==> src/sv/csvft_pkg.sv <==
// csvft_pkg: shared types and constants for the CSV field tokenizer.
// Used by csvft_core, csvft_outq and csv_field_tokenizer_top. No dependencies.
package csvft_pkg;

    localparam logic [7:0] CHAR_CR = 8'd13;
    localparam logic [7:0] CHAR_LF = 8'd10;

    localparam logic [7:0] SEP_RESET = 8'd44;
    localparam logic [7:0] QUOTE_RESET = 8'd34;
    localparam logic [7:0] ESC_RESET = 8'd34;

    typedef enum logic [1:0] {
        REG_SEP   = 2'd0,
        REG_QUOTE = 2'd1,
        REG_ESC   = 2'd2
    } reg_idx_t;

    typedef enum logic [1:0] {
        KIND_BYTE = 2'd0,
        KIND_END  = 2'd1,
        KIND_EOD  = 2'd2
    } kind_t;

    typedef struct packed {
        logic [7:0] sep;
        logic [7:0] quote;
        logic [7:0] esc;
    } cfg_t;

    typedef struct packed {
        kind_t      kind;
        logic [7:0] out_byte;
        logic       eol;
        logic       quoted;
    } result_t;

endpackage

==> src/sv/csv_field_tokenizer_top.sv <==
// csv_field_tokenizer_top: streaming CSV field tokenizer, top level.
// Depends on csvft_pkg, csvft_core and csvft_outq.
//
// Takes one byte (or an end-of-input beat, s_tlast high) per cycle and splits
// the text into CSV fields: each field byte comes out as a beat of kind 0,
// each field end as a beat of kind 1 with m_tlast marking line or input end
// and m_tuser[2] marking a field that held a quoted section; an end of input
// with no bytes in the pending field gives kind 2. A beat may produce no result
// (quotes, escapes, the LF of a CR LF pair). Throughput is one beat per cycle
// while the two-entry result queue has room; the input register feeds it.
// The user must write separator, quote and escape bytes through the cfg port
// (index 0, 1, 2) only while idle; the block itself does not enforce it.
module csv_field_tokenizer_top (
    input  logic       aclk,
    input  logic       aresetn,
    input  logic       cfg_we,
    input  logic [1:0] cfg_addr,
    input  logic [7:0] cfg_wdata,
    input  logic       s_tvalid,
    output logic       s_tready,
    input  logic [7:0] s_tdata,   // [7:0] data_byte
    input  logic       s_tlast,   // end_of_input
    output logic       m_tvalid,
    input  logic       m_tready,
    output logic [7:0] m_tdata,   // [7:0] out_byte
    output logic [2:0] m_tuser,   // [1:0] kind, [2] field_quoted
    output logic       m_tlast    // end_of_line
);
    import csvft_pkg::*;

    cfg_t    cfg_reg;
    logic    q_full;
    logic    res_valid;
    result_t res;
    result_t out_res;

    always_ff @(posedge aclk) begin
        if (!aresetn) begin
            cfg_reg.sep   <= SEP_RESET;
            cfg_reg.quote <= QUOTE_RESET;
            cfg_reg.esc   <= ESC_RESET;
        end else if (cfg_we) begin
            case (cfg_addr)
                REG_SEP:   cfg_reg.sep   <= cfg_wdata;
                REG_QUOTE: cfg_reg.quote <= cfg_wdata;
                REG_ESC:   cfg_reg.esc   <= cfg_wdata;
                default:   ;
            endcase
        end
    end

    csvft_core u_core (
        .aclk      (aclk),
        .aresetn   (aresetn),
        .cfg       (cfg_reg),
        .in_valid  (s_tvalid),
        .in_ready  (s_tready),
        .in_byte   (s_tdata),
        .in_eoi    (s_tlast),
        .q_full    (q_full),
        .res_valid (res_valid),
        .res       (res)
    );

    csvft_outq u_outq (
        .aclk     (aclk),
        .aresetn  (aresetn),
        .wr_en    (res_valid),
        .wr_data  (res),
        .full     (q_full),
        .rd_valid (m_tvalid),
        .rd_ready (m_tready),
        .rd_data  (out_res)
    );

    assign m_tdata = out_res.out_byte;
    assign m_tuser = {out_res.quoted, out_res.kind};
    assign m_tlast = out_res.eol;

endmodule

==> src/sv/csvft_core.sv <==
// csvft_core: input register, tokenizer state and per-byte decode logic.
// Depends on csvft_pkg. Hands results to the output queue.
module csvft_core (
    input  logic              aclk,
    input  logic              aresetn,
    input  csvft_pkg::cfg_t   cfg,
    input  logic              in_valid,
    output logic              in_ready,
    input  logic [7:0]        in_byte,
    input  logic              in_eoi,
    input  logic              q_full,
    output logic              res_valid,
    output csvft_pkg::result_t res
);
    import csvft_pkg::*;

    logic       item_vld_reg;
    logic [7:0] item_byte_reg;
    logic       item_eoi_reg;

    logic inq_reg, inq_next;
    logic seen_reg, seen_next;
    logic qp_reg, qp_next;
    logic ep_reg, ep_next;
    logic cr_reg, cr_next;
    logic fhb_reg, fhb_next;

    logic advance;
    logic res_vld;
    logic do_out, emit_byte, emit_end, end_eol;
    logic [7:0] b;

    assign advance  = item_vld_reg && !q_full;
    assign in_ready = !item_vld_reg || advance;
    assign b        = item_byte_reg;

    always_ff @(posedge aclk) begin
        if (!aresetn) begin
            item_vld_reg <= 1'b0;
        end else if (in_ready) begin
            item_vld_reg <= in_valid;
        end
        if (in_ready && in_valid) begin
            item_byte_reg <= in_byte;
            item_eoi_reg  <= in_eoi;
        end
    end

    always_ff @(posedge aclk) begin
        if (!aresetn) begin
            inq_reg  <= 1'b0;
            seen_reg <= 1'b0;
            qp_reg   <= 1'b0;
            ep_reg   <= 1'b0;
            cr_reg   <= 1'b0;
            fhb_reg  <= 1'b0;
        end else if (advance) begin
            inq_reg  <= inq_next;
            seen_reg <= seen_next;
            qp_reg   <= qp_next;
            ep_reg   <= ep_next;
            cr_reg   <= cr_next;
            fhb_reg  <= fhb_next;
        end
    end

    always_comb begin
        inq_next  = inq_reg;
        seen_next = seen_reg;
        qp_next   = qp_reg;
        ep_next   = ep_reg;
        cr_next   = cr_reg;
        fhb_next  = fhb_reg;
        res_vld   = 1'b0;
        res       = '{kind: KIND_BYTE, out_byte: 8'd0, eol: 1'b0, quoted: 1'b0};
        do_out    = 1'b0;
        emit_byte = 1'b0;
        emit_end  = 1'b0;
        end_eol   = 1'b0;
        if (item_eoi_reg) begin
            inq_next  = 1'b0;
            seen_next = 1'b0;
            qp_next   = 1'b0;
            ep_next   = 1'b0;
            cr_next   = 1'b0;
            fhb_next  = 1'b0;
            res_vld   = 1'b1;
            if (fhb_reg) begin
                res.kind   = KIND_END;
                res.eol    = 1'b1;
                res.quoted = seen_reg;
            end else begin
                res.kind = KIND_EOD;
            end
        end else if (!(cr_reg && b == CHAR_LF)) begin
            cr_next = 1'b0;
            if (qp_reg) begin
                qp_next = 1'b0;
                if (b == cfg.quote) begin
                    emit_byte = 1'b1;
                end else begin
                    inq_next = 1'b0;
                    do_out   = 1'b1;
                end
            end else if (ep_reg) begin
                ep_next   = 1'b0;
                emit_byte = 1'b1;
            end else if (!inq_reg) begin
                do_out = 1'b1;
            end else if (cfg.esc == cfg.quote) begin
                if (b == cfg.quote) begin
                    qp_next = 1'b1;
                end else begin
                    emit_byte = 1'b1;
                end
            end else if (b == cfg.quote) begin
                inq_next = 1'b0;
            end else if (b == cfg.esc) begin
                ep_next = 1'b1;
            end else begin
                emit_byte = 1'b1;
            end

            if (do_out) begin
                if (b == cfg.quote) begin
                    inq_next  = 1'b1;
                    seen_next = 1'b1;
                end else if (b == cfg.sep) begin
                    emit_end = 1'b1;
                end else if (b == CHAR_CR) begin
                    cr_next  = 1'b1;
                    emit_end = 1'b1;
                    end_eol  = 1'b1;
                end else if (b == CHAR_LF) begin
                    emit_end = 1'b1;
                    end_eol  = 1'b1;
                end else begin
                    emit_byte = 1'b1;
                end
            end

            if (emit_byte) begin
                res_vld      = 1'b1;
                res.kind     = KIND_BYTE;
                res.out_byte = b;
                fhb_next     = 1'b1;
            end else if (emit_end) begin
                res_vld    = 1'b1;
                res.kind   = KIND_END;
                res.eol    = end_eol;
                res.quoted = seen_reg;
                seen_next  = 1'b0;
                fhb_next   = 1'b0;
            end
        end else begin
            // LF right after CR: dropped
            cr_next = 1'b0;
        end
    end

    assign res_valid = advance && res_vld;

endmodule

==> src/sv/csvft_outq.sv <==
// csvft_outq: two-entry result queue that registers the output beat and
// decouples m_tready from the input side. Depends on csvft_pkg.
module csvft_outq (
    input  logic               aclk,
    input  logic               aresetn,
    input  logic               wr_en,
    input  csvft_pkg::result_t wr_data,
    output logic               full,
    output logic               rd_valid,
    input  logic               rd_ready,
    output csvft_pkg::result_t rd_data
);
    import csvft_pkg::*;

    result_t    ent_reg [2];
    logic       wr_ptr_reg, rd_ptr_reg;
    logic [1:0] count_reg, count_next;
    logic       rd_en;

    assign full     = (count_reg == 2'd2);
    assign rd_valid = (count_reg != 2'd0);
    assign rd_en    = rd_valid && rd_ready;
    assign rd_data  = ent_reg[rd_ptr_reg];

    always_comb begin
        count_next = count_reg;
        if (wr_en && !rd_en) begin
            count_next = count_reg + 2'd1;
        end else if (!wr_en && rd_en) begin
            count_next = count_reg - 2'd1;
        end
    end

    always_ff @(posedge aclk) begin
        if (!aresetn) begin
            wr_ptr_reg <= 1'b0;
            rd_ptr_reg <= 1'b0;
            count_reg  <= 2'd0;
        end else begin
            count_reg <= count_next;
            if (wr_en) begin
                wr_ptr_reg <= !wr_ptr_reg;
            end
            if (rd_en) begin
                rd_ptr_reg <= !rd_ptr_reg;
            end
        end
        if (wr_en) begin
            ent_reg[wr_ptr_reg] <= wr_data;
        end
    end

endmodule

==> config.mk <==
export PLATFORM = sky130hd
export DESIGN_NAME = csv_field_tokenizer_top
export DESIGN_NICKNAME = d
export VERILOG_FILES = /design/src/sv/csvft_pkg.sv /design/src/sv/csv_field_tokenizer_top.sv /design/src/sv/csvft_core.sv /design/src/sv/csvft_outq.sv
export SDC_FILE = /design/constraint.sdc
export NUM_CORES = 1
export LEC_CHECK = 0
export BUFFER_PORTS_ARGS = -buffer_cell sky130_fd_sc_hd__buf_2
export CAP_MARGIN = 20
export CORE_MARGIN = 2
export CORE_UTILIZATION = 58
export CTS_CLUSTER_SIZE = 40
export DETAILED_ROUTE_END_ITERATION = 10
export PLACE_DENSITY = 0.79
export SKIP_LAST_GASP = 1
export SYNTH_ARGS = -nofsm -noshare
export SYNTH_HDL_FRONTEND = slang
export SYNTH_SLANG_ARGS = --single-unit
==> constraint.sdc <==
create_clock -name aclk -period 3 [get_ports aclk]
set_clock_uncertainty 0.05 [all_clocks]
set_input_delay 0.45 -clock aclk [delete_from_list [all_inputs] [get_ports aclk]]
set_output_delay 0.45 -clock aclk [all_outputs]
set_load 0.1 [all_outputs]
== Yosys cells after proc, flatten, opt, wreduce, memory -nomap -nowiden ==
Memory sizes are Yosys's and may differ from the RTL's. A register that Yosys moved wholly into a read port is not among the register bits.
Index checks and enable logic that the tools add are counted.
Operators by class
  $add $sub $neg: 2
  equal/unequal tests: 11
  multiplexer cells: 90
  reductions and logical operators: 24
Operator list (number)
  1-bit two-way mux: 78
  8-bit == test: 4
  2-bit two-way mux: 9
  8-bit by 4-bit == test with 1-bit output, second input constant: 2
  8-bit two-way mux: 2
  12-bit two-way mux: 1
  2-bit AND reduction: 4
  1-bit logical AND: 7
  1-bit zero test: 6
  3-bit AND reduction: 2
  2-bit == test, second input constant: 2
  2-bit by 1-bit inequality test with 1-bit output, second input constant: 2
  2-bit nonzero test: 2
  3-bit nonzero test: 1
  2-bit by 1-bit adder with 2-bit output, second input constant: 1
  2-bit by 1-bit == test with 1-bit output, second input constant: 1
  2-bit zero test: 1
  2-bit by 1-bit subtractor with 2-bit output, second input constant: 1
  1-bit logical OR: 1
Word-level totals
  register bits: 44
  memory bits (writable): 24
  input bits: 24
  output and inout port bits: 14
  logic and storage cells: 143
  memories kept: 1
Memories
  u_outq.ent_reg: depth 2, bits a word 12, read ports 1, clocked after memory_dff 1, write ports 1, RTL line csvft_outq.sv:15  | result_t ent_reg [2];

== Logic depth before layout (Yosys ltp) ==
Gate-level depths: netlist (run 1).
  depth in word-level cells: 22
  depth in mapped cells: 11
  mapped depth without buffers: 10

== Modules after synthesis ==
A second synthesis (run 1) with hierarchy kept.
Unflattened totals
  cells, all modules: 297
  area, all modules: 3344.5 um^2
By module, submodules not included
  csvft_core: instances 1, cells each 145, area each 1318.8 um^2, seq. area each 410.4 um^2
  csvft_outq: instances 1, cells each 59, area each 1081.0 um^2, seq. area each 820.8 um^2
  csv_field_tokenizer_top: instances 1, cells each 93, area each 944.7 um^2, seq. area each 480.5 um^2

== Worst setup path before layout (run 1) ==
OpenSTA, ideal clock, no wires.
  kind: register -> register
  start: register u_core.item_byte_reg[7] (netlist: u_core.b[7])
  end: memory u_outq.ent_reg[0][0] (netlist bit) (enable)
  setup time: 0.385 ns
  arrival: 2.159 ns
  slack: 0.406 ns
  stages on the path, launching flop included: 7
  buffers on the path: 0
  path through: edfxtp_1 > xor2_1 > nor4_4 > a21oi_1 > o21ai_2 > nand3b_1 > a21oi_1
Between the ends
  word-level cells in the longest chain between the ends: 20
  elaborated cells on any way between the ends: 38
  those cells by class: 5 x eq/ne; 31 x mux; 2 x reduce/logical
Ends and longest elaborated chain
  start, declared: RTL line csvft_core.sv:18  | logic [7:0] item_byte_reg;
  start signal, assigned: RTL line csvft_core.sv:44  | item_byte_reg <= in_byte;
  8-bit == test: RTL line csvft_core.sv:118  | end else if (b == cfg.esc) begin
  1-bit two-way mux: RTL line csvft_core.sv:118
  1-bit two-way mux: RTL line csvft_core.sv:116  | end else if (b == cfg.quote) begin
  1-bit two-way mux: RTL line csvft_core.sv:110  | end else if (cfg.esc == cfg.quote) begin
  1-bit two-way mux: RTL line csvft_core.sv:108  | end else if (!inq_reg) begin
  1-bit two-way mux: RTL line csvft_core.sv:105  | end else if (ep_reg) begin
  1-bit two-way mux: RTL line csvft_core.sv:97  | if (qp_reg) begin
  1-bit two-way mux: RTL line csvft_core.sv:134  | end else if (b == CHAR_LF) begin
  (+4 left out)
  1-bit two-way mux: RTL line csvft_core.sv:95  | end else if (!(cr_reg && b == CHAR_LF)) begin
  1-bit two-way mux: RTL line csvft_core.sv:80  | if (item_eoi_reg) begin
  1-bit two-way mux: RTL line csvft_core.sv:142  | if (emit_byte) begin
  1-bit two-way mux *: RTL line csvft_core.sv:95
  1-bit two-way mux *: RTL line csvft_core.sv:80
  1-bit logical AND *: RTL line csvft_core.sv:161  | assign res_valid = advance && res_vld;
  1-bit two-way mux *: RTL line csvft_outq.sv:48  | if (wr_en) begin
  1-bit two-way mux (implied by the code) *: RTL line csvft_outq.sv:49  | ent_reg[wr_ptr_reg] <= wr_data;
  end, declared: RTL line csvft_outq.sv:15
Mark *: on every way between the ends. The rest lies on a longest branch, timed or not. The select of a mux whose other input is x is not followed.

== Final worst setup path (run 1) ==
  start: register u_core.item_byte_reg[7] (netlist: u_core.b[7])
  end: register u_outq.count_reg[1]
Between the ends
  word-level cells in the longest chain between the ends: 21
  elaborated cells on any way between the ends: 41
  those cells by class: 5 x eq/ne; 30 x mux; 6 x reduce/logical
Ends and longest elaborated chain
  8-bit == test: RTL line csvft_core.sv:118
  1-bit two-way mux: RTL line csvft_core.sv:118
  1-bit two-way mux: RTL line csvft_core.sv:116
  1-bit two-way mux: RTL line csvft_core.sv:110
  1-bit two-way mux: RTL line csvft_core.sv:108
  1-bit two-way mux: RTL line csvft_core.sv:105
  1-bit two-way mux: RTL line csvft_core.sv:97
  1-bit two-way mux: RTL line csvft_core.sv:134
  (+6 left out)
  1-bit two-way mux: RTL line csvft_core.sv:142
  1-bit two-way mux *: RTL line csvft_core.sv:95
  1-bit two-way mux *: RTL line csvft_core.sv:80
  1-bit logical AND *: RTL line csvft_core.sv:161
  net res_valid: RTL line csv_field_tokenizer_top.sv:33  | logic res_valid;
  1-bit zero test: RTL line csvft_outq.sv:29  | end else if (!wr_en && rd_en) begin
  1-bit logical AND: RTL line csvft_outq.sv:29
  2-bit nonzero test (no line)
  end signal, assigned: RTL line csvft_outq.sv:40  | count_reg <= count_next;
  end, declared: RTL line csvft_outq.sv:17  | logic [1:0] count_reg, count_next;
The timed path passes the listed nets; every way through them passes the cells marked *. The select of a mux whose other input is x is not followed.
A chain may end at the register's enable or synchronous reset.

==> results.sh, run 1 <==
export IMPL_ys_top_cells_by_count="36 x dfxtp_1, 33 x edfxtp_1, 25 x mux2i_1, 25 x nor2_1, 18 x xor2_1"
export IMPL_crit_path_end_kind="register"
export IMPL_grt_max_degree=29
export IMPL_fin_crit_sh_pct=89.7
export IMPL_path_cells="xor2_1 -> nor4_4 -> nand2_2 -> a31o_2 -> nand2b_1 -> nand2_1 -> ha_1 -> or3_1 -> a21oi_1"
export IMPL_ys_seq_elements=69
export IMPL_fp_row_count=27
export IMPL_synth_seq_area_share_pct=52.4
export IMPL_rrSetupSlack_ns=0.31
export IMPL_hp_class="in -> reg"
export IMPL_drv_cap=0
export IMPL_grt_first_pass_wirelength_um=10300
export IMPL_clkLatencyLatePin_ns=0.34
export IMPL_syn_instance_count=280
export IMPL_post_cts_buffers=0
export IMPL_hold_violations=0
export IMPL_ant_nets=0
export IMPL_viasPerCell=5.50
export IMPL_p_leak_nw=1.52
export IMPL_synth_top_cell_by_area="edfxtp_1"
export IMPL_drt_iter0_markers=117
export IMPL_drc=0
export IMPL_grtUsageTotal_pct=21.8
export IMPL_seq_power_share_pct=42.4
export IMPL_required_ns=3.21
export IMPL_rsz0062_at_grt="no"
export IMPL_worst_pin_slew_ns=0.608
export IMPL_pwr_share_comb_pct=35.4
export IMPL_dominantRegCellSynth="dfxtp_1"
export IMPL_synth_most_common_cell="dfxtp_1"
export IMPL_grt_pass1_vias=2192
export IMPL_p_sw_share_pct=40.7
export IMPL_synth_edf_count=33
export IMPL_cpLargestDelayFamily="simple AND/OR/NAND/NOR gates"
export IMPL_antenna_found_initial=0
export IMPL_max_slew_margin_pct=59.4
export IMPL_netlist_area_um2=3270
export IMPL_die_w_um=79.1
export IMPL_dp_hpwl_um=4600
export IMPL_drt_first_pass_iters=4
export IMPL_fill_cells=443
export IMPL_outcome="finished, final reports clean"
export IMPL_overflow=0
export IMPL_tns_ns=0
export IMPL_ir_worst_vdd_uv=456
export IMPL_io_pins=38
export IMPL_syn_area_per_cell_um2=11.7
export IMPL_powerDensity_nw_per_um2=770
export IMPL_intPower_w=0.00168
export IMPL_r2r_cells=9
export IMPL_start_util_pct=59.7
export IMPL_diodes=0
export IMPL_cp_startpoint="u_core.b[7]"
export IMPL_h_tree_depth=3
export IMPL_async_flop_share_pct=0
export IMPL_ys_types=52
export IMPL_place_gp_congestion=0.867
export IMPL_synth_top_area_share_pct=30.3
export IMPL_core_area_um2=5470
export IMPL_fmax_ghz=0.372
export IMPL_worst_path_buf_inv=0
export IMPL_setup_violations=0
export IMPL_worst_setup_path_type="reg -> reg"
export IMPL_yosys_top_cells_area="edfxtp_1 30%, dfxtp_1 22%, mux2i_1 7.7%, xor2_1 4.8%, xnor2_1 4.3%"
export IMPL_hold_buffers=0
export IMPL_placed_cells=380
export IMPL_yosysWarningCount=0
export IMPL_period_needed_ns=2.69
export IMPL_path_clk_slew_ns=0.06
export IMPL_vias=2177
export IMPL_numCtsBuffers=9
export IMPL_synth_net_count=305
export IMPL_start_kind="register"
export IMPL_die_h_um=79.1
export IMPL_worst_path_stages=9
export IMPL_drive_gt1_share_pct=25.6
export IMPL_cts_tree="built"
export IMPL_r2r_end="u_outq.count_reg[1]"
export IMPL_dieArea_um2=6250
export IMPL_nets=344
export IMPL_switchingPower_w=0.00115
export IMPL_wirelength_um=6190
export IMPL_cts_buffer_depth=2
export IMPL_clkPwrFrac_pct=22.2
export IMPL_cpMaxStageDelayCell="edfxtp_1"
export IMPL_timing_rr_start="u_core.b[7]"
export IMPL_finalMaxSlewViolations=0
export IMPL_crit_end="u_outq.count_reg[1]"
export IMPL_wl_per_cell_um=15.6
export IMPL_io_buffer_count=37
export IMPL_stdcell_count=396
export IMPL_area_delta_synth_final_pct=12.2
export IMPL_path_max_fanout=7
export IMPL_cpPeakStageDelay_ns=0.53
export IMPL_arrival_ns=2.91
export IMPL_clock_sinks=69
export IMPL_root_buffer="clkbuf_8"
export IMPL_post_cts_resized=0
==> per-layer routing <==
layer / share of wire (%) / track usage [%]
met1: 45 / 28.6
met2: 49 / 35.3
met3: 5.4 / 4.20
met4: 1.1 / 9.83
met5: 0 / 0
==> layout by cell type (no fill, tap or decap), drive strengths merged, types with 2 or more instances in the layout <==
master  Yosys  final
and3        9      9
nor2       25     25
and2        7      7
inv         5      5
nand3b      4      4
nor3b       3      3
nand3       3      3
edfxtp     33     33
mux2i      25     25
nor3        3      3
mux2       12     12
clkinv      0      2
buf         8     41
nand2      17     17
nor4        5      5
clkbuf      5     14
o21ai       8      8
xnor2      16     16
dfxtp      36     36
a21oi       9      9
xor2       19     19
nand2b      2      2
nand4       7      7
==> cells by family after synthesis <==
group,after synthesis,share of synthesized area (%)
AOI/OAI and AO/OA,29,6.85
muxes,37,11.8
xor gates and xnor gates,35,9.61
adders and majority gates,1,0.383
DFF,69,52.4
buffers and inverters,18,2.68
and+or+nand+nor,91,16.3
==> worst reg2reg max path, delay by kind of cell (launching register included) <==
kind / cells / cell delay (ns)
XOR/XNOR: 1 / 0.22
flip-flops: 1 / 0.53
adder cells (fa/ha/maj): 1 / 0.33
AO/OA/AOI/OAI: 2 / 0.45
AND/OR/NAND/NOR: 5 / 1.05
==> power groups by stage <==
stage          clock [W]  sequential, W  combinational (W)
5_1_grt         0.000682        0.00121            0.00106
2_1_floorplan          0        0.00117           0.000888
6_report        0.000627        0.00120           0.000999
3_3_place_gp           0        0.00121           0.000993
4_1_cts         0.000645        0.00120            0.00100
3_5_place_dp           0        0.00122            0.00100
==> per-stage QoR <==
stage	util (%)	area, µm²	hold slack, ns	worst slack, ns	power [W]
floorplan	-	3270	0.399	0.406	0.00206
global placement	64.0	3500	0.414	0.409	0.00221
detailed placement	64.0	3500	0.434	0.351	0.00222
CTS	67.0	3670	0.222	0.326	0.00285
global route	67.0	3670	0.221	0.137	0.00295
finish	67.0	3670	0.235	0.309	0.00282
==> how the worst min path moves through the flow <==
stage                     from                  end  cells after the start
3_5_place_dp     u_core.qp_reg        u_core.qp_reg                      2
6_report            s_tdata[6]          u_core.b[6]                      1
5_1_grt                s_tlast  u_core.item_eoi_reg                      1
2_1_floorplan  u_core.seen_reg      u_core.seen_reg                      2
4_1_cts                s_tlast  u_core.item_eoi_reg                      1
3_3_place_gp   u_core.seen_reg      u_core.seen_reg                      2
==> final cells by class <==
cell class,count,area (µm²),share of cell area [%]
Inverter,5,18.8,0.512
Timing Repair Buffer,41,215,5.87
Tap cell,72,90.1,2.46
Clock inverter,2,8.76,0.239
Clock buffer,14,153,4.16
Sequential cell,69,1710,46.7
Multi-Input combinational cell,193,1470,40.1
(Power assumes the default switching activity.)
==> run 2: changes to the inputs <==
--- a/config.mk
+++ b/config.mk
@@ -7,10 +7,10 @@
 export LEC_CHECK = 0
 export BUFFER_PORTS_ARGS = -buffer_cell sky130_fd_sc_hd__buf_2
 export CAP_MARGIN = 20
-export CORE_MARGIN = 2
 export CORE_UTILIZATION = 58
 export CTS_CLUSTER_SIZE = 40
 export DETAILED_ROUTE_END_ITERATION = 10
+export GPL_TIMING_DRIVEN = 0
 export PLACE_DENSITY = 0.79
 export SKIP_LAST_GASP = 1
 export SYNTH_ARGS = -nofsm -noshare
==> constraint.sdc (replaced) <==
create_clock -name aclk -period 3 [get_ports aclk]
set_clock_uncertainty 0.05 [all_clocks]
set_input_delay 0.75 -clock aclk [delete_from_list [all_inputs] [get_ports aclk]]
set_output_delay 0.75 -clock aclk [all_outputs]
set_load 0.1 [all_outputs]
==> run 2 against run 1 <==
- cell count grew 1.8%
- largest cell class unchanged
- largest power group unchanged
- count of clock-buffer cells in the layout fell by 3
- via count increased by 2.9%
- combinational power rose by 4%
==> results.sh, run 2 (synthesis gave the netlist of run 1 again) <==
export IMPL_outcome="finished, final reports clean"
export IMPL_finalMaxSlewViolations=0
export IMPL_nets=353
export IMPL_overflow=0
export IMPL_period_needed_ns=2.78
export IMPL_wl_per_cell_um=15.8
export IMPL_seq_power_share_pct=38.9
export IMPL_vias=2240
export IMPL_post_cts_resized=2
export IMPL_required_ns=3.22
export IMPL_start_util_pct=62.0
export IMPL_h_tree_depth=3
export IMPL_worst_pin_slew_ns=0.684
export IMPL_clkLatencyLatePin_ns=0.34
export IMPL_drt_iter0_markers=106
export IMPL_worst_setup_path_type="reg -> reg"
export IMPL_p_sw_share_pct=39.3
export IMPL_path_max_fanout=6
export IMPL_pwr_share_comb_pct=34.6
export IMPL_final_common_cell="buf_2"
export IMPL_wirelength_um=6360
export IMPL_root_buffer="clkbuf_8"
export IMPL_die_h_um=77.1
export IMPL_io_buffer_count=37
export IMPL_arrival_ns=3.01
export IMPL_numCtsBuffers=9
export IMPL_ir_worst_vdd_uv=556
export IMPL_area_delta_synth_final_pct=14.9
export IMPL_drc=0
export IMPL_grt_first_pass_wirelength_um=10700
export IMPL_placed_cells=387
export IMPL_setup_violations=0
export IMPL_stdcell_count=403
export IMPL_fin_crit_sh_pct=92.8
export IMPL_grt_pass1_vias=2212
export IMPL_drt_first_pass_iters=4
export IMPL_clkPwrFrac_pct=26.5
export IMPL_clock_sinks=69
export IMPL_max_slew_margin_pct=54.2
export IMPL_total_power_w=0.00300
export IMPL_layout_common_cells="38 x buf_2, 36 x dfxtp_1, 33 x edfxtp_1, 25 x nor2_1, 25 x mux2i_1"
export IMPL_antenna_found_initial=0
export IMPL_rrSetupSlack_ns=0.22
export IMPL_core_area_um2=5270
export IMPL_diodes=0
export IMPL_hold_violations=0
export IMPL_drv_cap=0
export IMPL_hold_buffers=0
export IMPL_p_leak_nw=1.55
export IMPL_path_clk_slew_ns=0.07
export IMPL_path_cells="clkbuf_1 -> xnor2_1 -> nand4_1 -> a211oi_1 -> a22oi_2 -> nand3b_1 -> nand2_1 -> ha_1 -> or3_1 -> a21oi_1"
export IMPL_dp_hpwl_um=4560
export IMPL_fp_row_count=26
export IMPL_switchingPower_w=0.00118
export IMPL_cpMaxStageDelayCell="a211oi_1"
export IMPL_dieArea_um2=5940
export IMPL_crit_path_end_kind="register"
export IMPL_cpPeakStageDelay_ns=0.38
export IMPL_grtUsageTotal_pct=24.0
export IMPL_drive_gt1_share_pct=26.4
export IMPL_start_kind="register"
export IMPL_intPower_w=0.00182
export IMPL_powerDensity_nw_per_um2=798
export IMPL_io_pins=38
export IMPL_place_gp_congestion=0.887
export IMPL_grt_max_degree=13
export IMPL_viasPerCell=5.56
export IMPL_ant_nets=0
export IMPL_rsz0062_at_grt="no"
export IMPL_hp_class="reg -> reg"
export IMPL_cts_buffer_depth=2
export IMPL_post_cts_buffers=0
export IMPL_fmax_ghz=0.359
export IMPL_die_w_um=77.1
export IMPL_cts_tree="built"
-- run 2: cell count changes in the layout (fill, tap and decap cells not counted), sizes merged --
cell,change
buf,+4
bufinv,+2
clkbuf,+2
clkinv,+1
-- run 2: path summary, 6_finish.rpt --
| kind | startpoint | cells past startpoint | to |
|---|---|---|---|
| max | u_core.b[1] | 10 | u_outq.count_reg[1] |
| min | u_core.seen_reg | 2 | u_core.seen_reg |
| max reg2reg | u_core.b[1] | 10 | u_outq.count_reg[1] |
| min reg2reg | u_core.seen_reg | 2 | u_core.seen_reg |
-- run 2: cell type report --
type / count / area, µm²
flip-flops and latches: 69 / 1710
fillers: 410 / 1520
multi-input cells: 193 / 1480
repair buffers: 37 / 185
clock buffers: 11 / 131
well taps: 70 / 87.6
clock inverters: 5 / 75.1
plain buffers: 13 / 68.8
inverters: 5 / 18.8
-- run 2: power groups by stage --
stage	registers, W	logic (W)	clock network (W)
after detailed placement	0.00119	0.00103	0
final	0.00117	0.00104	0.000794
after global routing	0.00118	0.00109	0.000845
after global placement	0.00118	0.00102	0
after CTS	0.00117	0.00104	0.000808
after floorplan	0.00117	0.000888	0
-- run 2: stage by stage --
step	util, %	area, µm²	hold slack [ns]	TNS, ns	worst slack (ns)
after floorplan	-	3270	0.399	0	0.406
after global placement	67.2	3540	0.414	-0.154	-0.0133
after detailed placement	67.2	3540	0.428	-1.11	-0.0585
after CTS	71.2	3750	0.441	0	0.237
after global routing	71.2	3750	0.490	0	0.0466
final	71.2	3750	0.445	0	0.215
-- run 2: per-layer routing --
metal | up-vias | global-route usage [%] | wire [µm]
li1 | 1098 | - | -
met1 | 1064 | 30.5 | 2930
met2 | 68 | 39.1 | 2990
met3 | 10 | 4.05 | 301
met4 | 0 | 12.5 | 138
met5 | - | 0 | 0
-- run 2: worst max-delay path: cells and delay by family (launching register included) --
| family | cells | cell delay [ns] |
|---|---|---|
| AO/OA/AOI/OAI | 3 | 0.68 |
| XOR/XNOR | 1 | 0.18 |
| adder cells (fa/ha/maj) | 1 | 0.34 |
| buffers and inverters | 1 | 0.32 |
| flip-flops | 1 | 0.32 |
| AND/OR/NAND/NOR | 4 | 0.82 |
